**config.mk**
```make
export PLATFORM = sky130hd
export DESIGN_NAME = geq_ram
export DESIGN_NICKNAME = d
export VERILOG_FILES = /design/src/rtl/graphic_equalizer_bandpass_bank_macros.svh /design/src/rtl/geq_ram.sv
export SDC_FILE = /design/constraint.sdc
export NUM_CORES = 1
export LEC_CHECK = 0
export BUFFER_PORTS_ARGS = -buffer_cell sky130_fd_sc_hd__buf_4
export CAP_MARGIN = 5
export CORE_ASPECT_RATIO = 1.1
export CORE_MARGIN = 2
export CORE_UTILIZATION = 35
export CTS_CLUSTER_SIZE = 8
export DETAILED_ROUTE_END_ITERATION = 10
export PLACE_DENSITY = 0.61
export SYNTH_ARGS = -nofsm -noshare
export SYNTH_HDL_FRONTEND = slang
export SYNTH_SLANG_ARGS = --single-unit
```
**constraint.sdc**
```tcl
create_clock -name clk_i -period 3.05 [get_ports clk_i]
set_input_delay 0.61 -clock clk_i [delete_from_list [all_inputs] [get_ports clk_i]]
set_output_delay 0.61 -clock clk_i [all_outputs]
set_load 0.05 [all_outputs]
```
**src/rtl/graphic_equalizer_bandpass_bank_macros.svh**
```systemverilog
// assertion macros used by the equalizer top level
`ifndef GRAPHIC_EQUALIZER_BANDPASS_BANK_MACROS_SVH
`define GRAPHIC_EQUALIZER_BANDPASS_BANK_MACROS_SVH

// property checked on every rising clock edge outside reset
`define GEQ_ASSERT(lbl, prop, msg) \
  lbl: assert property (@(posedge clk_i) disable iff (!rst_ni) prop) else $error(msg);

// condition in one cycle implies consequence in the next
`define GEQ_ASSERT_NEXT(lbl, cond, cons, msg) \
  lbl: assert property (@(posedge clk_i) disable iff (!rst_ni) (cond) |=> (cons)) else $error(msg);

`endif

```
**src/rtl/geq_ram.sv**
```systemverilog
// single port write, registered read memory with per-entry valid bits
module geq_ram #(
  parameter int DEPTH = 16,
  parameter int WIDTH = 32
) (
  input  logic                     clk_i,
  input  logic                     rst_ni,
  input  logic                     we_i,
  input  logic [$clog2(DEPTH)-1:0] waddr_i,
  input  logic [WIDTH-1:0]         wdata_i,
  input  logic                     re_i,
  input  logic [$clog2(DEPTH)-1:0] raddr_i,
  output logic [WIDTH-1:0]         rdata_o
);
  logic [WIDTH-1:0] mem [DEPTH];
  logic [DEPTH-1:0] vld_q;
  logic [WIDTH-1:0] rd_q;
  logic             rv_q;

  always_ff @(posedge clk_i) begin
    if (we_i) begin
      mem[waddr_i] <= wdata_i;
    end
    if (re_i) begin
      rd_q <= mem[raddr_i];
    end
  end

  always_ff @(posedge clk_i or negedge rst_ni) begin
    if (!rst_ni) begin
      vld_q <= '0;
      rv_q  <= 1'b0;
    end else begin
      if (we_i) begin
        vld_q[waddr_i] <= 1'b1;
      end
      if (re_i) begin
        rv_q <= vld_q[raddr_i];
      end
    end
  end

  // entries never written read as zero
  assign rdata_o = rv_q ? rd_q : '0;
endmodule

```
-- Word level (Yosys, flattened, before mapping)
Memories as Yosys holds them, arrays and structs flattened. A register that Yosys moved wholly into a read port is not among the register bits.
Cells that the tools add are included.
- register bits after elaboration: 17
- RAM bits: 512
- output and inout port bits: 32
- logic and storage cells: 15
- memories: 1
- memories (name ; words ; bits a word ; rd ports ; clocked after memory_dff ; wr ports ; line ; source):
    mem ; 16 ; 32 ; 1 ; 1 ; 1 ; geq_ram.sv:15 ; logic [WIDTH-1:0] mem [DEPTH];
- $lt $le $gt $ge: 3
- muxes and demuxes: 7
- bitwise logic cells: 1
- reductions and logical operators: 1
- operators by type and width (kind ; count):
    $mux 32 ; 1
    $or 16x16->16 ; 1
    $lt 4x5->1 const B ; 2
    $bmux 1 s4 ; 1
    $demux 1 s4 ; 1
    $ge 4x1->1 const B ; 1
    $mux 1 ; 4
    $logic_and 1x1->1 ; 1

-- Longest topological paths before layout
Gate-level depths: netlist (run 1).
- depth in word-level cells: 5
- depth in mapped cells: 6
- mapped depth without buffers: 4

-- Least setup slack after synthesis (run 1)
No wires, ideal clock.
- path kind: input to register
- start: input waddr_i[2]
- end: memory mem[0][0] (enable)
- library setup time: 0.463 ns
- arrival: 3.358 ns
- path slack: -0.771 ns
- stages on the path: 2
- buffers on the path: 0
- cell sequence: or3b_2 nor3_1
- RTL lines (item ; line ; source):
    start: declaration ; geq_ram.sv:9 ; input logic [$clog2(DEPTH)-1:0] waddr_i,
    end: declaration ; geq_ram.sv:15 ;
No word-level cell before the write port.

-- Worst setup path in the final report (run 1)
- start: register rv_q
- end: output rdata_o[4]
- cells in the longest elaborated chain, start to end: 1
- ends and longest elaborated chain (item ; line ; source):
    start: declaration ; geq_ram.sv:18 ; logic rv_q;
    start signal: assignment ; geq_ram.sv:38 ; rv_q <= vld_q[raddr_i];
    $mux 32 ; geq_ram.sv:44 ; assign rdata_o = rv_q ? rd_q : '0;
    end: declaration ; geq_ram.sv:13 ; output logic [WIDTH-1:0] rdata_o
Every way passes these cells.

==> results of run 1 <==
## registers in the layout, indices dropped and copies added, names as in the netlist
name,flops
mem,512
rv_q,1
vld_q,16
rd_q,32
## final cells by class
type,count,area (µm²)
Sequential cell,561,16800
Multi-Input combinational cell,239,4280
Clock inverter,7,91.3
Tap cell,768,961
Fill cell,5056,34400
Timing Repair Buffer,112,1090
Clock buffer,106,2120
## per-stage QoR
| stage | std cells | power [mW] | setup WS, ns |
|---|---|---|---|
| 2_1_floorplan | 841 | 9.79 | 0.113 |
| 3_3_place_gp | 1679 | 10.3 | 0.494 |
| 3_5_place_dp | 1679 | 10.4 | 0.482 |
| 4_1_cts | 1793 | 18.2 | 0.461 |
| 5_1_grt | 1793 | 18.6 | 0.433 |
| 6_report | 1793 | 18.0 | 0.554 |
## kinds of logic (layout without fill, tap and decap cells)
| family | Yosys count | after routing | share of synthesized area (%) |
|---|---|---|---|
| buf+inv | 41 | 225 | 1.09 |
| mux | 168 | 168 | 17.7 |
| simple gates | 71 | 71 | 1.94 |
| flops | 561 | 561 | 79.3 |
## power by group
part | switching [mW] | total, mW | leakage, nW | internal, mW
sequential | 0.0607 | 8.77 | 5.11 | 8.71
clock | 3.02 | 7.82 | 1.07 | 4.80
combinational | 0.870 | 1.42 | 1.86 | 0.551
total | 3.95 | 18.0 | 8.04 | 14.1
## layout by cell type (no fill, tap or decap)
cell type	netlist	layout
edfxtp_1	544	544
mux4_2	164	164
buf_4	0	90
clkbuf_16	0	81
and2_1	32	32
clkbuf_1	19	25
buf_12	0	19
dfrtp_1	17	17
or2_2	16	16
nor2_4	0	12
nor3_4	0	4
clkinv_8	0	4
mux2i_1	3	3
nand3b_1	2	2
nand2b_1	2	2
inv_6	0	2
nand2_1	1	1
nand3_1	1	1
or3b_2	1	1
mux2_2	1	1
clkinv_4	0	1
dlygate4sd3_1	0	1
clkbuf_8	0	1
buf_6	9	1
## per-layer routing
layer | vias to the layer above | part of all wire [%] | track usage, %
met5 | - | 0.064 | 0
met4 | 4 | 1.7 | 4.53
met3 | 76 | 5.5 | 2.99
met2 | 300 | 51 | 25.6
met1 | 5066 | 42 | 20.5
li1 | 3900 | - | -
## worst paths after layout
check,from,end,slack (ns),cells after the start
setup / recovery,rv_q$_DFFE_PN0P_,rdata_o[4],0.55,3
hold / removal,wdata_i[24],mem[0][24]$_DFFE_PP_,0.32,1
max in group asynchronous,rst_ni,vld_q[12]$_DFFE_PN0P_,2.36,2
min in group asynchronous,rst_ni,vld_q[0]$_DFFE_PN0P_,0.49,2
hold reg to reg,vld_q[2]$_DFFE_PN0P_,vld_q[2]$_DFFE_PN0P_,0.46,1
setup reg to reg,mem[15][14]$_DFFE_PP_,rd_q[14]$_DFFE_PP_,1.42,2
## cells in the mapped netlist (all sizes together)
master	n
dfrtp	17
and2	32
nand2	1
nor2	12
buf	22
or2	16
nor3	4
mux4	164
nand3	1
nand2b	2
clkbuf	19
edfxtp	544
or3b	1
mux2i	3
nand3b	2
mux2	1
## repair_timing
item / 4_1_cts / 5_1_grt
hold buffers: 1 / 0
buffers inserted: 0 / 0
hold endpoints to repair: 17 / 0
endpoints found under the setup margin: 0 / 0
==> reports/results.tsv, run 1 <==
stage	metric	value	unit
drt	via/cell ratio	5.21	
synth	Yosys warning count	0	
cells_and_area	share of cells above drive strength 1	38.7	%
critical_path	CP Launch Type	flip-flop	
global_routing	gr usage total	15.3	%
cts	clock sinks	561	
synth	syn nets	885	
synth	Synth Instances	841	
cts	Clk pin slew, worst setup/hold paths	0.05	ns
critical_path	Most common cell on crit path	buf_4	
critical_path	CP cell instances	buf_4 > and2_1 > buf_4	
floorplanning	Initial Util	35.4	%
synth	Area contributors post-synth	edfxtp_1 (77%), mux4_2 (17%), dfrtp_1 (2.0%)	
drt	final wirelength	46800	µm
drt	drc violations	0	
critical_path	CP Class	reg2out	
drt	DR WL/cell	26.1	µm
global_routing	vias in the first global route	10148	
synth	Mapped Avg Cell Area	25.1	µm²
job	max-cap viol count	0	
cts	PostCTS Resize Cnt	0	
synth	Synth cell types	18	
synth	cell taking the most area after synthesis	edfxtp_1	
cells_and_area	post-route cell area	25300	µm²
critical_path	Crit path required time	2.44	ns
floorplanning	Die ar.	62400	µm²
cts	clock root buffer	clkbuf_16	
sta	worst-margin pin slew	0.770	ns
floorplanning	Std-Cell Rows	94	
cts	CTS Buf Count	80	
place	dpl hpwl	23000	µm
global_routing	Overflow after GRT	0	
pwr	static leakage	8.04	nW
cells_and_area	post-layout util	42.4	%
critical_path	CP Buf/Inv Count	2	
critical_path	Worst path max stage delay	0.43	ns
pwr	Power Dens Cells	712	nW/µm²
place	IO Port Bufs	75	
sta	Fmax achieved	401	MHz
global_routing	largest net degree at the start of global routing	35	
floorplanning	Ports	76	
floorplanning	Die Wd	238	µm
sta	Final Max Slew Viols	0	
cts	H-tree levels	3	
cts	CTS tree	built	
sta	crit share post-route	81.8	%
drt	Antenna Nets Post-Route	0	
cells_and_area	# nets final	1038	
sta	worst clock skew	0.0100	ns
synth	register area share after synthesis	79.3	%
floorplanning	core region area	59700	µm²
synth	FF+latch count, synth	561	
global_routing	first-pass GRT wire length	68300	µm
worst_hold_path	HP Class	in2reg	
pwr	worst vdd ir	0.357	mV
drt	overall via count from detail_route	9346	
sta	Final Hold Viols	0	
cells_and_area	area grow syn2layout	19.7	%
synth	synthesized area	21100	µm²
sta	total negative slack	0	ns
sta	Tmin final	2.50	ns
critical_path	Crit-path slowest cell	buf_4	
sta	RSZ-0062 raised after global routing	no	
cells_and_area	Inserted Diodes	0	
critical_path	CP max FO	33	
critical_path	critical path arrival	1.89	ns
drt	DR iter-0 viols	873	
critical_path	critical path's top delay family	buffers and inverters	
sta	Worst slew margin	48.7	%
sta	Setup Viol. Count Final	0	
synth	share of the synthesized area in the top cell type	77.3	%
cts	worst skew pair latency	0.59	ns
floorplanning	Die Height	262	µm
run_status	outcome	completed	
global_routing	initial antenna violation count	2	
critical_path	CP Capture Type	output port	
sta	Hold WS	0.323	ns
place	routability cong.	0.691	
cts	CTS Buffer Depth	3	
drt	TritonRoute pass-1 iters	6	
place	Area after DPL	23100	µm²
Note: power is estimated with default switching activity, not from simulation.
==> run 2, diff against run 1 <==
--- a/config.mk
+++ b/config.mk
@@ -5,6 +5,7 @@
 export SDC_FILE = /design/constraint.sdc
 export NUM_CORES = 1
 export LEC_CHECK = 0
+export ABC_AREA = 1
 export BUFFER_PORTS_ARGS = -buffer_cell sky130_fd_sc_hd__buf_4
 export CAP_MARGIN = 5
 export CORE_ASPECT_RATIO = 1.1
@@ -12,7 +13,7 @@
 export CORE_UTILIZATION = 35
 export CTS_CLUSTER_SIZE = 8
 export DETAILED_ROUTE_END_ITERATION = 10
-export PLACE_DENSITY = 0.61
+export PLACE_DENSITY = 0.63
 export SYNTH_ARGS = -nofsm -noshare
 export SYNTH_HDL_FRONTEND = slang
 export SYNTH_SLANG_ARGS = --single-unit
==> constraint.sdc (replaced) <==
create_clock -name clk_i -period 2.1 [get_ports clk_i]
set_input_delay 0.42 -clock clk_i [delete_from_list [all_inputs] [get_ports clk_i]]
set_output_delay 0.42 -clock clk_i [all_outputs]
set_load 0.05 [all_outputs]
==> reports/results.tsv, run 2 <==
stage	metric	value	unit
cells_and_area	post-layout util	42.7	%
critical_path	CP Class	reg2out	
floorplanning	Ports	76	
critical_path	CP max FO	7	
place	routability cong.	0.764	
critical_path	critical path arrival	1.64	ns
drt	DR iter-0 viols	1385	
cells_and_area	area grow syn2layout	20.8	%
cells_and_area	Inserted Diodes	0	
sta	Final Hold Viols	0	
cts	clock sinks	561	
place	placed instance count	2571	
synth	count leader, synth	edfxtp_1	
synth	Mapped Avg Cell Area	13.1	µm²
drt	overall via count from detail_route	14006	
critical_path	CP cell instances	buf_4 > nand2_1 > inv_1 > buf_4	
cells_and_area	post-route cell area	26600	µm²
worst_hold_path	HP Class	in2reg	
floorplanning	Initial Util	35.3	%
sta	Worst slew margin	49.9	%
cts	worst skew pair latency	0.62	ns
global_routing	first-pass GRT wire length	86600	µm
worst_hold_path	HP Start	wdata_i[2]	
floorplanning	Die ar.	64900	µm²
critical_path	reg-to-reg slack, setup	0.82	ns
sta	Hold WS	0.0998	ns
synth	Synth Instances	1687	
cts	CTS Buf Count	80	
global_routing	largest net degree at the start of global routing	76	
cts	CTS tree	built	
sta	crit share post-route	98.0	%
worst_hold_path	Cells on Worst Hold Path	1	
cts	clock root buffer	clkbuf_16	
cts	CTS Buffer Depth	3	
sta	Tmin final	2.06	ns
floorplanning	core region area	62300	µm²
synth	Yosys warning count	0	
sta	RSZ-0062 raised after global routing	yes	
sta	worst clock skew	0.0182	ns
cells_and_area	filler-free cell count of the finished design	2674	
critical_path	CP Launch Type	flip-flop	
cells_and_area	# nets final	1866	
cells_and_area	number of flip-flops in the largest register	512	
place	dpl hpwl	32800	µm
synth	top cells by count, synth	edfxtp_1 (544), nor2_1 (402), o21ai_0 (148), o211ai_1 (128), o21ai_1 (108)	
drt	TritonRoute pass-1 iters	7	
synth	most used flip-flop cell after synthesis	edfxtp_1	
cells_and_area	Largest Register	mem	
drt	DR WL/cell	21.2	µm
synth	register area share after synthesis	76.1	%
synth	Area contributors post-synth	edfxtp_1 (74%), nor2_1 (6.9%), o211ai_1 (4.4%)	
place	IO Port Bufs	75	
pwr	worst vdd ir	0.512	mV
place	Area after DPL	24400	µm²
critical_path	worst r2r dst	rd_q[28]$_DFFE_PP_	
place	DP Worst Slack	0.208	ns
cells_and_area	Fillers	5536	
cells_and_area	Regs by FF count	mem x512, rd_q x32, vld_q x16	
critical_path	CP Capture Type	output port	
drt	final wirelength	56700	µm
cells_and_area	share of cells above drive strength 1	15.6	%
synth	FF+latch count, synth	561	
sta	total negative slack	0	ns
critical_path	Crit-path slowest cell	dfrtp_4	
drt	via/cell ratio	5.24	
floorplanning	Die Height	267	µm
cells_and_area	most frequent cells in the layout	edfxtp_1 (544), nor2_1 (386), o21ai_0 (148), o211ai_1 (128), buf_4 (121)	
critical_path	Worst path max stage delay	0.51	ns
sta	Final Max Slew Viols	0	
synth	cell taking the most area after synthesis	edfxtp_1	
sta	fin worst setup slack	0.0414	ns
critical_path	r2r worst-path depth	7	
synth	syn nets	1731	
synth	synthesized area	22000	µm²
synth	Post-synth EDFFs	544	
global_routing	vias in the first global route	14024	
synth	share of the synthesized area in the top cell type	74.2	%
cts	H-tree levels	3	
cells_and_area	commonest non-fill, non-tap cell in the layout	edfxtp_1	
critical_path	Crit path required time	1.68	ns
synth	Synth async-reset ratio	3.03	%
drt	Antenna Nets Post-Route	0	
sta	Fmax achieved	486	MHz
worst_hold_path	hold path endpoint	mem[2][2]$_DFFE_PP_	
critical_path	RR Startpoint	mem[5][28]$_DFFE_PP_	
critical_path	Most common cell on crit path	buf_4	
cts	Clk pin slew, worst setup/hold paths	0.05	ns
job	max-cap viol count	0	
sta	worst-margin pin slew	0.751	ns
pwr	static leakage	9.05	nW
global_routing	Overflow after GRT	0	
floorplanning	Die Wd	243	µm
drt	drc violations	0	
pwr	total power	25.9	mW
sta	Setup Viol. Count Final	0	
global_routing	initial antenna violation count	2	
run_status	outcome	completed	
pwr	Power Dens Cells	975	nW/µm²
global_routing	gr usage total	17.6	%
floorplanning	Std-Cell Rows	96	
synth	Synth cell types	16	
run 2: final cells by class:
| class | count | area (µm²) | area share [%] |
|---|---|---|---|
| tap | 833 | 1040 | 3.92 |
| multi-input combinational | 974 | 4720 | 17.7 |
| clock inverter | 8 | 97.6 | 0.367 |
| clock buffer | 93 | 2050 | 7.71 |
| inverter | 40 | 158 | 0.593 |
| sequential | 561 | 16800 | 63.0 |
| timing repair buffer | 165 | 1760 | 6.62 |
run 2: routing by layer:
metal	vias up	GRT usage, %	part of all wire [%]
li1	6374	-	-
met1	7046	23.6	43
met2	483	28.8	48
met3	99	3.17	6.3
met4	4	6.45	2.4
met5	-	0	0.046
run 2: report_power, final:
part           switching [mW]  internal [mW]
Clock                    4.44           6.80
Combinational            1.32          0.629
Sequential              0.100           12.6
Total                    5.86           20.1
run 2: critical path: cells and delay by family, from the launching register on:
kind | cells | cell delay [ns]
buffers and inverters | 3 | 0.42
DFF | 1 | 0.51
and+or+nand+nor | 1 | 0.09
run 2: kinds of logic (layout without fill, tap and decap cells):
group | count (synthesis) | count (layout) | synth area share [%]
compound gates | 384 | 384 | 10.2
buf+inv | 152 | 306 | 3.03
flops | 561 | 561 | 76.1
simple gates | 590 | 590 | 10.7
run 2: worst max path at each step:
stage / startpoint / end / slack (ns) / depth (start not counted)
final: rv_q$_DFFE_PN0P_ / rdata_o[13] / 0.04 / 4
after global routing: rv_q$_DFFE_PN0P_ / rdata_o[10] / -0.00004 / 4
after CTS: rv_q$_DFFE_PN0P_ / rdata_o[13] / 0.01 / 4
after detailed placement: raddr_i[0] / rd_q[19]$_DFFE_PP_ / 0.21 / 8
after global placement: raddr_i[0] / rd_q[28]$_DFFE_PP_ / 0.22 / 8
after floorplan: waddr_i[2] / mem[4][0]$_DFFE_PP_ / -0.32 / 4
run 2: timing repair:
item | CTS | global route
hold endpoints to repair | 17 | 0
cloned | 0 | 0
setup endpoints to repair | 24 | 1
buffers inserted | 1 | 0
resized for setup | 3 | 0
hold buffers | 1 | 0
