===== src/rtl/graphic_equalizer_bandpass_bank_macros.svh =====
// assertion macros used by the equalizer top level
`ifndef GRAPHIC_EQUALIZER_BANDPASS_BANK_MACROS_SVH
`define GRAPHIC_EQUALIZER_BANDPASS_BANK_MACROS_SVH

// property checked on every rising clock edge outside reset
`define GEQ_ASSERT(lbl, prop, msg) \
  lbl: assert property (@(posedge clk_i) disable iff (!rst_ni) prop) else $error(msg);

// condition in one cycle implies consequence in the next
`define GEQ_ASSERT_NEXT(lbl, cond, cons, msg) \
  lbl: assert property (@(posedge clk_i) disable iff (!rst_ni) (cond) |=> (cons)) else $error(msg);

`endif


===== src/rtl/geq_pkg.sv =====
// shared constants, types and saturation helpers of the equalizer
package geq_pkg;

  localparam int BANDS    = 10;
  localparam int CHANNELS = 8;

  localparam int SAMPLE_W = 16;
  localparam int COEF_W   = 24;
  localparam int VAL_W    = 32;
  localparam int MA_W     = 28;              // serial operand: coefficient or gain
  localparam int MB_W     = 33;              // parallel operand: value or difference
  localparam int MP_W     = MA_W + MB_W;
  localparam int BSUM_W   = 60;
  localparam int ACC_W    = 62;

  localparam int BAND_W  = (BANDS > 1) ? $clog2(BANDS) : 1;
  localparam int CADDR_W = $clog2(BANDS * 4);
  localparam int HADDR_W = $clog2(2 * CHANNELS * BANDS);
  localparam int XADDR_W = $clog2(2 * CHANNELS);

  typedef enum logic [1:0] {
    REG_IN_FACTOR   = 2'd0,
    REG_PREAMP_GAIN = 2'd1,
    REG_SECOND_PASS = 2'd2
  } reg_idx_e;

  typedef enum logic [1:0] {
    SEL_ALPHA = 2'd0,
    SEL_BETA  = 2'd1,
    SEL_GAMMA = 2'd2,
    SEL_GAIN  = 2'd3
  } coef_sel_e;

  typedef struct packed {
    logic busy;
    logic done;
  } mul_stat_t;

  function automatic logic signed [VAL_W-1:0] sat32(input logic signed [63:0] v);
    if (v > 64'sh0000_0000_7fff_ffff) return 32'sh7fff_ffff;
    else if (v < 64'shffff_ffff_8000_0000) return 32'sh8000_0000;
    else return v[VAL_W-1:0];
  endfunction

  // returns {clipped, value}
  function automatic logic [SAMPLE_W:0] sat16(input logic signed [63:0] v);
    if (v > 64'sd32767) return {1'b1, 16'h7fff};
    else if (v < -64'sd32768) return {1'b1, 16'h8000};
    else return {1'b0, v[SAMPLE_W-1:0]};
  endfunction

endpackage


===== src/rtl/geq_mul.sv =====
// bit-serial signed shift-add multiplier, one bit of the serial operand per cycle
module geq_mul
  import geq_pkg::*;
(
  input  logic                   clk_i,
  input  logic                   rst_ni,
  input  logic                   start_i,
  input  logic signed [MA_W-1:0] a_i,
  input  logic signed [MB_W-1:0] b_i,
  output mul_stat_t              stat_o,
  output logic signed [MP_W-1:0] p_o
);
  localparam int CNT_W = $clog2(MA_W);

  logic [MA_W-1:0]  a_q, lo_q;
  logic [MB_W-1:0]  b_q;
  logic [MB_W:0]    hi_q, bx, addend, sum;
  logic [CNT_W-1:0] cnt_q;
  logic             busy_q, done_q, last;

  assign last   = (cnt_q == CNT_W'(MA_W - 1));
  assign bx     = {b_q[MB_W-1], b_q};
  // the top bit of a two's complement operand weighs negative
  assign addend = a_q[0] ? (last ? (~bx + 1'b1) : bx) : '0;
  assign sum    = hi_q + addend;

  always_ff @(posedge clk_i) begin
    if (start_i) begin
      a_q  <= a_i;
      b_q  <= b_i;
      hi_q <= '0;
      lo_q <= '0;
    end else if (busy_q) begin
      a_q  <= {1'b0, a_q[MA_W-1:1]};
      hi_q <= {sum[MB_W], sum[MB_W:1]};
      lo_q <= {sum[0], lo_q[MA_W-1:1]};
    end
  end

  always_ff @(posedge clk_i or negedge rst_ni) begin
    if (!rst_ni) begin
      busy_q <= 1'b0;
      done_q <= 1'b0;
      cnt_q  <= '0;
    end else begin
      done_q <= busy_q && last;
      if (start_i) begin
        busy_q <= 1'b1;
        cnt_q  <= '0;
      end else if (busy_q) begin
        cnt_q <= cnt_q + 1'b1;
        if (last) begin
          busy_q <= 1'b0;
        end
      end
    end
  end

  assign stat_o.busy = busy_q;
  assign stat_o.done = done_q;
  assign p_o = {hi_q[MB_W-1:0], lo_q};
endmodule


===== config.mk =====
export PLATFORM = sky130hd
export DESIGN_NAME = geq_mul
export DESIGN_NICKNAME = d
export VERILOG_FILES = /design/src/rtl/graphic_equalizer_bandpass_bank_macros.svh /design/src/rtl/geq_pkg.sv /design/src/rtl/geq_mul.sv
export SDC_FILE = /design/constraint.sdc
export NUM_CORES = 1
export LEC_CHECK = 0
export BUFFER_PORTS_ARGS = -buffer_cell sky130_fd_sc_hd__buf_4
export CORE_AREA = 2 2 113 197
export DETAILED_ROUTE_END_ITERATION = 7
export DIE_AREA = 0 0 115 199
export GPL_TIMING_DRIVEN = 0
export MAX_ROUTING_LAYER = met4
export PLACE_DENSITY = 0.59
export SLEW_MARGIN = 5
export SYNTH_ARGS = -nofsm -noshare
export SYNTH_HDL_FRONTEND = slang
export SYNTH_SLANG_ARGS = --single-unit

===== constraint.sdc =====
create_clock -name clk_i -period 5.25 [get_ports clk_i]
set_input_delay 0.7875 -clock clk_i [delete_from_list [all_inputs] [get_ports clk_i]]
set_output_delay 0.7875 -clock clk_i [all_outputs]
set_load 0.01 [all_outputs]

After elaboration in Yosys (flattened, before gate mapping):

Index checks and enable logic that the tools add are counted.

* word-level logic and storage cells: 23
* output and inout port bits: 63
* bits of input ports: 64
* bits in registers: 129

* reductions and logical operators: 2
* eq/ne operators: 1
* add/subtract/negate cells: 3
* bitwise gates (word level): 1
* muxes and demuxes: 9

Operators with widths (count)
* $mux W34: 2
* $mux W28: 2
* $add A34 B1 Y34 const B: 1
* $add A34 B34 Y34: 1
* $not A34 Y34: 1
* $mux W5: 2
* $add A5 B1 Y5 const B: 1
* $eq A5 B5 Y1 const B: 1
* $mux W1: 3
* $reduce_bool A2 Y1: 1
* $logic_and A1 B1 Y1: 1

Longest topological paths before layout:

Gate-level depths: netlist of run 1.

* depth after elaboration: 5
* mapped depth: 20
* depth with buffers taken out: 19

Least setup slack after synthesis of run 1:

Ideal clock, no wire load.

* kind: flip-flop to flip-flop
* from: reg b_q[0]
* to: reg hi_q[32] (netlist name)
* library setup time: 124 ps
* clock period less this slack: 3749 ps
* path buffers: 1
* arrival time: 3625 ps
* data required time: 5126 ps
* cell stages (with the launch flop): 21
* path slack: 1501 ps
* cells stage by stage: edfxtp_1 inv_1 ha_1 nor2b_1 nand4b_1 nor2_1 nand2_1 nor3_1 a21oi_1 xor2_1 and2_1 ha_1 clkbuf_1 o21ai_0 o21a_1 o41ai_1 nor3_2 nand3_2 o211ai_2 o21ai_0 o31ai_1

* longest elaborated chain between the ends: 5

RTL lines
* start: declaration: line geq_mul.sv:16 `logic [MB_W-1:0] b_q;`
* start signal: assignment: line geq_mul.sv:30 `b_q <= b_i;`
* $not A34 Y34: line geq_mul.sv:24 `assign addend = a_q[0] ? (last ? (~bx + 1'b1) : bx) : '0;`
* $add A34 B1 Y34: line geq_mul.sv:24
* $mux W34 (*) (2 in a row): line geq_mul.sv:24
* $add A34 B34 Y34 (*): line geq_mul.sv:25 `assign sum = hi_q + addend;`

Mark *: on every way between the ends. The rest lies on a longest branch, timed or not.
A chain may end at the register's enable or synchronous reset.

Worst setup path in the final report of run 1:

* from: reg b_q[3]
* to: reg hi_q[32] (netlist name)

* longest elaborated chain between the ends: 5

RTL lines (line)
* $not A34 Y34: geq_mul.sv:24
* $add A34 B1 Y34: geq_mul.sv:24
* $mux W34 (*) (2 in a row): geq_mul.sv:24
* $add A34 B34 Y34 (*): geq_mul.sv:25

Marked as above.

==> out/qor.csv, run 1 <==
stage,metric,value,unit
routing,DR WL/cell,16.96,um
sta,Setup Skew,6.632,ps
logic_synthesis,syn nets,832,
power,Cell Pwr Density,363.1,nW/um2
floorplan,die area,22890,um2
sta,Max Clk Rate,207.3,MHz
cells_and_area,Layout Nets,977,
sta,final count of negative-setup-slack endpoints,0,
sta,final hold viol count,0,
cells_and_area,diodes inserted,0,
clock_tree,hold buffers post-CTS,0,
status,status,"finished, final reports clean",
global_route,pin count of the biggest net entering global routing,39,
logic_synthesis,syn_area_per_cell,9.991,um2
global_route,initial antenna violation count,0,
critical_path,FF-to-FF End,hi_q[32],
clock_tree,Resize count post-CTS,0,
floorplan,Die Y-Extent,199,um
logic_synthesis,Post-synth EDFFs,61,
worst_hold_path,Tightest Hold Check Type,in -> async,
flow_run,maxcap violations,0,
critical_path,worst-path maximum fanout,7,
critical_path,critical path cell sequence,"nor3_1, nand4b_1, nor2_1, nand2_1, nor3_1, a21oi_1, xor2_1, and2_1, ha_1, clkbuf_1, o21ai_0, o21a_1, o41ai_1, nor3_2, nand3_2, o211ai_2, o21ai_0, o31ai_1",
critical_path,worst setup path start,b_q[3],
floorplan,Horiz. Die Dim,115,um
clock_tree,post-CTS repair timing setup buffer count,0,
clock_tree,Root Driver,clkbuf_16,
clock_tree,"Clk Latency, worst-skew pair",420,ps
sta,final slew viol count,0,
critical_path,Worst Setup Start Kind,register,
critical_path,required time worst endpoint,5550,ps
logic_synthesis,yosys warns,0,
place,post-DP HPWL,15200,um
clock_tree,clk slew on worst S/H paths,60,ps
clock_tree,TritonCTS clock tree,done,
routing,Iteration-0 DRC Markers,217,
routing,router iterations before antenna repair,5,
sta,relative slew slack,0.2746,
global_route,first-pass GRT wire length,30040,um
critical_path,Setup crit end kind,register,
routing,Vias,5919,
sta,minimum clock period,4825,ps
critical_path,"Slowest-stage cell, CP",o41ai_1,
routing,WL final,19420,um
clock_tree,CTS Buf Count,17,
logic_synthesis,synth unique cells,62,
cells_and_area,ratio of cells with drive above 1 in the final layout,0.2258,
power,LEAKAGE,4.077,nW
critical_path,WP data arrival,5130,ps
floorplan,Starting Density,0.3430,
routing,ANT nets after route,0,
floorplan,Core ar.,21320,um2
global_route,Total Routing Usage GR,0.1758,
global_route,vias in the first global route,5975,
routing,mean number of vias per cell,5.169,
critical_path,critical path class,reg -> reg,
critical_path,Critical R2R Launch,b_q[3],
cells_and_area,area grow syn2layout,25.34,%
place,Final Wtd Congestion,0.8770,
clock_tree,clk buf depth,2,
logic_synthesis,register area share after synthesis,0.4414,
logic_synthesis,"FF+latch count, synth",129,
critical_path,R2R setup slack,420,ps
logic_synthesis,post-synthesis cell count,732,
sta,Worst Tran Pin Value,1087,ps
critical_path,R2R cell count,18,
logic_synthesis,Post-Synthesis Cell Area,7313,um2
power,VDD IR max,0.0002348,V
logic_synthesis,Main synth FF type,edfxtp_1,
place,I/O Buffers,126,
sta,final setup TNS,0,ps
critical_path,max incr delay on CP,640,ps
clock_tree,number of clock sinks,129,
global_route,global route overflow,0,
sta,Final Cycle Share,0.9191,
floorplan,num ports,127,
floorplan,Site Rows,71,
cells_and_area,Finished Cell Area,9166,um2
clock_tree,htree depth,4,
place,Area after DPL,8578,um2
sta,RSZ-0062 raised after global routing,no,
logic_synthesis,fraction of registers with async set/reset,0.05426,
routing,DRC viols,0,
per-layer routing:
layer	share of wire	GRT usage	vias up
met5	0	-	-
met4	0.023	0.07541	0
met3	0.035	0.03047	25
met2	0.56	0.3264	121
met1	0.38	0.1778	2822
li1	-	-	2951
worst max-delay path: cells and delay by family, from the launching register on:
family	cells	cell delay, ps
adders and majority gates	1	260
DFF	1	450
AOI/OAI and AO/OA	7	1580
buffers and inverters	1	260
xor gates and xnor gates	1	160
and+or+nand+nor	8	2000
synthesized netlist by cell type (13+ instances only):
cell type,number,area share
a21o_1,15,0.015
a21oi_1,42,0.029
and2_1,29,0.025
clkbuf_1,29,0.015
dfxtp_1,61,0.17
edfxtp_1,61,0.25
ha_1,35,0.060
mux2_2,28,0.043
mux2i_1,42,0.057
nand2_1,44,0.023
nand4_1,13,0.011
nor2_1,84,0.043
o21ai_0,38,0.026
xnor2_1,34,0.041
xor2_1,24,0.029
stage by stage:
| step | setup WS [ps] | power (W) | utilization | hold WS (ps) | instances |
|---|---|---|---|---|---|
| 6_report | 424.9 | 0.003328 | 0.4299 | 176.7 | 1145 |
| 5_1_grt | 124.1 | 0.003501 | 0.4299 | 168.5 | 1145 |
| 4_1_cts | 421.1 | 0.003364 | 0.4299 | 169.1 | 1145 |
| 3_5_place_dp | 428.4 | 0.002168 | 0.4023 | 480.6 | 1113 |
| 3_3_place_gp | 496.5 | 0.002157 | 0.4023 | 469.9 | 1113 |
| 2_1_floorplan | 1501 | 0.001849 | - | 491.9 | 732 |
how the worst max path moves through the flow:
stage	slack (ps)	endpoint	cells after the start
final	420	hi_q[32]	18
after global routing	120	hi_q[32]	18
after CTS	420	hi_q[32]	20
after detailed placement	430	hi_q[32]	20
after global placement	500	hi_q[32]	18
after floorplan	1500	hi_q[32]	20
power by group:
| part | total (W) | internal, W | switching (W) |
|---|---|---|---|
| Combinational | 0.000858 | 0.000398 | 0.000460 |
| Clock | 0.00119 | 0.000726 | 0.000460 |
| Sequential | 0.00129 | 0.00118 | 0.000107 |
| Total | 0.00333 | 0.00230 | 0.00103 |
final cells by class:
| class | count | area [um2] |
|---|---|---|
| clock buffers | 20 | 456.7 |
| repair buffers | 126 | 945.9 |
| plain buffers | 38 | 165.2 |
| well taps | 255 | 319.1 |
| clock inverters | 12 | 131.4 |
| multi-input cells | 554 | 3879 |
| fillers | 2167 | 12150 |
| flip-flops and latches | 129 | 3228 |
| inverters | 11 | 41.29 |
flip-flops by register name (all words and copies together), names as in the netlist:
register  count
busy_q        1
lo_q         28
a_q          28
b_q          33
done_q        1
hi_q         33
cnt_q         5
logic make-up after synthesis:
group | share of synthesized area
flip-flops | 0.4414
buffers and inverters | 0.02823
adder cells (fa/ha/maj) | 0.06262
AO/OA/AOI/OAI | 0.1425
XOR/XNOR | 0.06946
AND/OR/NAND/NOR | 0.1552
multiplexers | 0.1006
layout by cell type, fill, tap and decap left out, types with 30 or more instances in the layout:
cell type	synthesis	routed
buf_4	4	130
nor2_1	84	84
edfxtp_1	61	61
dfxtp_1	61	61
nand2_1	44	44
a21oi_1	42	42
mux2i_1	42	42
o21ai_0	38	38
ha_1	35	35
xnor2_1	34	34
clkbuf_1	29	30
No activity file was read; power rests on OpenSTA's default activity.
==> run 2: changes to the inputs <==
--- a/config.mk
+++ b/config.mk
@@ -12,6 +12,7 @@
 export GPL_TIMING_DRIVEN = 0
 export MAX_ROUTING_LAYER = met4
 export PLACE_DENSITY = 0.59
+export REMOVE_ABC_BUFFERS = 1
 export SLEW_MARGIN = 5
 export SYNTH_ARGS = -nofsm -noshare
 export SYNTH_HDL_FRONTEND = slang
==> out/qor.csv, run 2 (synthesized netlist as in run 1, its figures left out) <==
stage,metric,value,unit,change
clock_tree,Root Driver,clkbuf_16,,
power,switching fraction of total power,0.3059,,-0.002476
clock_tree,number of clock sinks,129,,unchanged
clock_tree,Resize count post-CTS,0,,unchanged
routing,router iterations before antenna repair,4,,-1
clock_tree,clk slew on worst S/H paths,60,ps,about the same
cells_and_area,Layout Nets,941,,-3.7%
cells_and_area,non-filler cells in the finished layout,1109,,-3.1%
worst_hold_path,Tightest Hold Check Type,in -> async,,
cells_and_area,ratio of cells with drive above 1 in the final layout,0.2319,,+0.006007
cells_and_area,fillcell total,2118,,-2.3%
global_route,pin count of the biggest net entering global routing,63,,+62%
critical_path,"Slowest-stage cell, CP",nand4b_1,,
routing,DRC viols,0,,unchanged
global_route,global route overflow,0,,unchanged
cells_and_area,register area,3232,um2,+0.12%
floorplan,die area,22890,um2,unchanged
sta,Setup Skew,13.77,ps,+7.143 ps
floorplan,Site Rows,71,,unchanged
place,Area after DPL,8472,um2,-1.2%
sta,RSZ-0062 raised after global routing,no,,
critical_path,critical path class,reg -> reg,,
place,I/O Buffers,126,,unchanged
sta,Max Clk Rate,212.1,MHz,+2.3%
global_route,initial antenna violation count,0,,unchanged
power,combinational power share,0.255,,-0.003
place,cell total after placement,1077,,-3.2%
clock_tree,TritonCTS clock tree,done,,
critical_path,max incr delay on CP,660,ps,+20 ps
routing,WL final,17760,um,-8.6%
floorplan,num ports,127,,unchanged
sta,Worst Tran Pin Value,1139,ps,+52.25 ps
critical_path,worst-path maximum fanout,19,,+12
routing,Vias,5673,,-4.2%
cells_and_area,diodes inserted,0,,unchanged
sta,final hold viol count,0,,unchanged
sta,minimum clock period,4715,ps,-110.2 ps
power,Psw,0.001008,W,-1.8%
global_route,Total Routing Usage GR,0.1612,,-0.01458
floorplan,Starting Density,0.3430,,unchanged
routing,ANT nets after route,0,,unchanged
critical_path,Setup crit end kind,register,,
sta,final count of negative-setup-slack endpoints,0,,unchanged
power,Seq pwr share,0.390,,+0.004
sta,final slew viol count,0,,unchanged
routing,Iteration-0 DRC Markers,161,,-26%
power,VDD IR max,0.0002449,V,+4.3%
critical_path,WP data arrival,5010,ps,-120 ps
place,Final Wtd Congestion,0.8532,,-2.7%
sta,final setup TNS,0,ps,unchanged
floorplan,Horiz. Die Dim,115,um,unchanged
cells_and_area,area grow syn2layout,23.85,%,
cells_and_area,Finished Cell Area,9057,um2,-1.2%
clock_tree,htree depth,4,,unchanged
status,status,"finished, final reports clean",,
cells_and_area,most frequent cells in the layout,"126 x buf_4, 84 x nor2_1, 61 x edfxtp_1, 61 x dfxtp_1, 44 x nand2_1",,
flow_run,maxcap violations,0,,unchanged
clock_tree,post-CTS repair timing setup buffer count,0,,unchanged
power,P_int,0.002288,W,-0.62%
power,clock power share,0.355,,about the same
critical_path,critical path cell sequence,"ha_1, nand4b_1, or3_1, a21boi_0, ha_1, a21o_1, or3_1, o211ai_1, o211ai_1, a31oi_1, a21oi_1, a41oi_1, o41ai_1",,
clock_tree,CTS Buf Count,17,,unchanged
power,Cell Pwr Density,363.9,nW/um2,+0.21%
routing,DR WL/cell,16.01,um,-5.6%
sta,final worst slack,535.1,ps,+110.2 ps
place,post-DP HPWL,13330,um,-12%
floorplan,Core ar.,21320,um2,unchanged
clock_tree,"Clk Latency, worst-skew pair",430,ps,about the same
cells_and_area,"most common cell after layout, fill and taps aside",buf_4,,
global_route,vias in the first global route,5639,,-5.6%
clock_tree,hold buffers post-CTS,0,,unchanged
cells_and_area,Largest regs,"b_q (33), hi_q (33)",,
critical_path,Worst Setup Start Kind,register,,
routing,mean number of vias per cell,5.115,,-1.0%
critical_path,required time worst endpoint,5540,ps,about the same
floorplan,Die Y-Extent,199,um,unchanged
place,Post-Place Setup Slack,490.7,ps,+62.31 ps
power,LEAKAGE,4.036,nW,-1.0%
clock_tree,clk buf depth,2,,unchanged
global_route,first-pass GRT wire length,27830,um,-7.4%
sta,Final Cycle Share,0.8981,,-0.02099
critical_path,R2R setup slack,540,ps,+110 ps
cells_and_area,multi-input logic area,3879,um2,unchanged
sta,relative slew slack,0.2378,,-0.03684
[run 2: power groups by stage]
stage          combinational (W)  sequential (W)  clock (W)
2_1_floorplan           0.000530         0.00131          0
3_3_place_gp            0.000831         0.00131          0
3_5_place_dp            0.000840         0.00131          0
4_1_cts                 0.000845         0.00129    0.00121
5_1_grt                 0.000932         0.00131    0.00123
6_report                0.000840         0.00129    0.00117
[run 2: path summary, 6_finish.rpt]
check,startpoint,to,cells after the start
worst max-delay path,cnt_q[0],hi_q[31],13
worst min-delay path,rst_ni,cnt_q[4],1
worst max register to register,cnt_q[0],hi_q[31],13
worst min register to register,hi_q[28],hi_q[28],2
max in group asynchronous,rst_ni,busy_q,1
min in group clk_i,hi_q[28],hi_q[28],2
[run 2: per-layer routing]
metal,vias to the layer above,GRT usage,wire [um],share of wire
met2,124,0.2852,9546,0.54
met3,35,0.04052,858,0.048
met5,-,-,0,0
li1,2883,-,-,-
met1,2631,0.1624,6763,0.38
met4,0,0.08121,591,0.033
[run 2: cell type report]
class | instances | area share
clock buffer | 22 | 0.05360
clock inverter | 10 | 0.01105
inverter | 11 | 0.004559
multi-input combinational | 554 | 0.4282
sequential | 129 | 0.3568
tap | 255 | 0.03523
timing repair buffer | 128 | 0.1105
[run 2: worst max-delay path, delay by kind of cell (launching register included)]
kind                     cells  cell delay [ps]
AO/OA/AOI/OAI                8             2020
adder cells (fa/ha/maj)      2              580
flip-flops                   1              380
AND/OR/NAND/NOR              3             1570
[run 2: per-stage QoR]
stage          hold WS [ps]  total power [W]  utilization
2_1_floorplan         491.9         0.001836            -
3_3_place_gp          471.9         0.002141       0.3946
3_5_place_dp          485.2         0.002151       0.3974
4_1_cts               144.1         0.003341       0.4248
5_1_grt               152.8         0.003472       0.4248
6_report              163.3         0.003296       0.4248
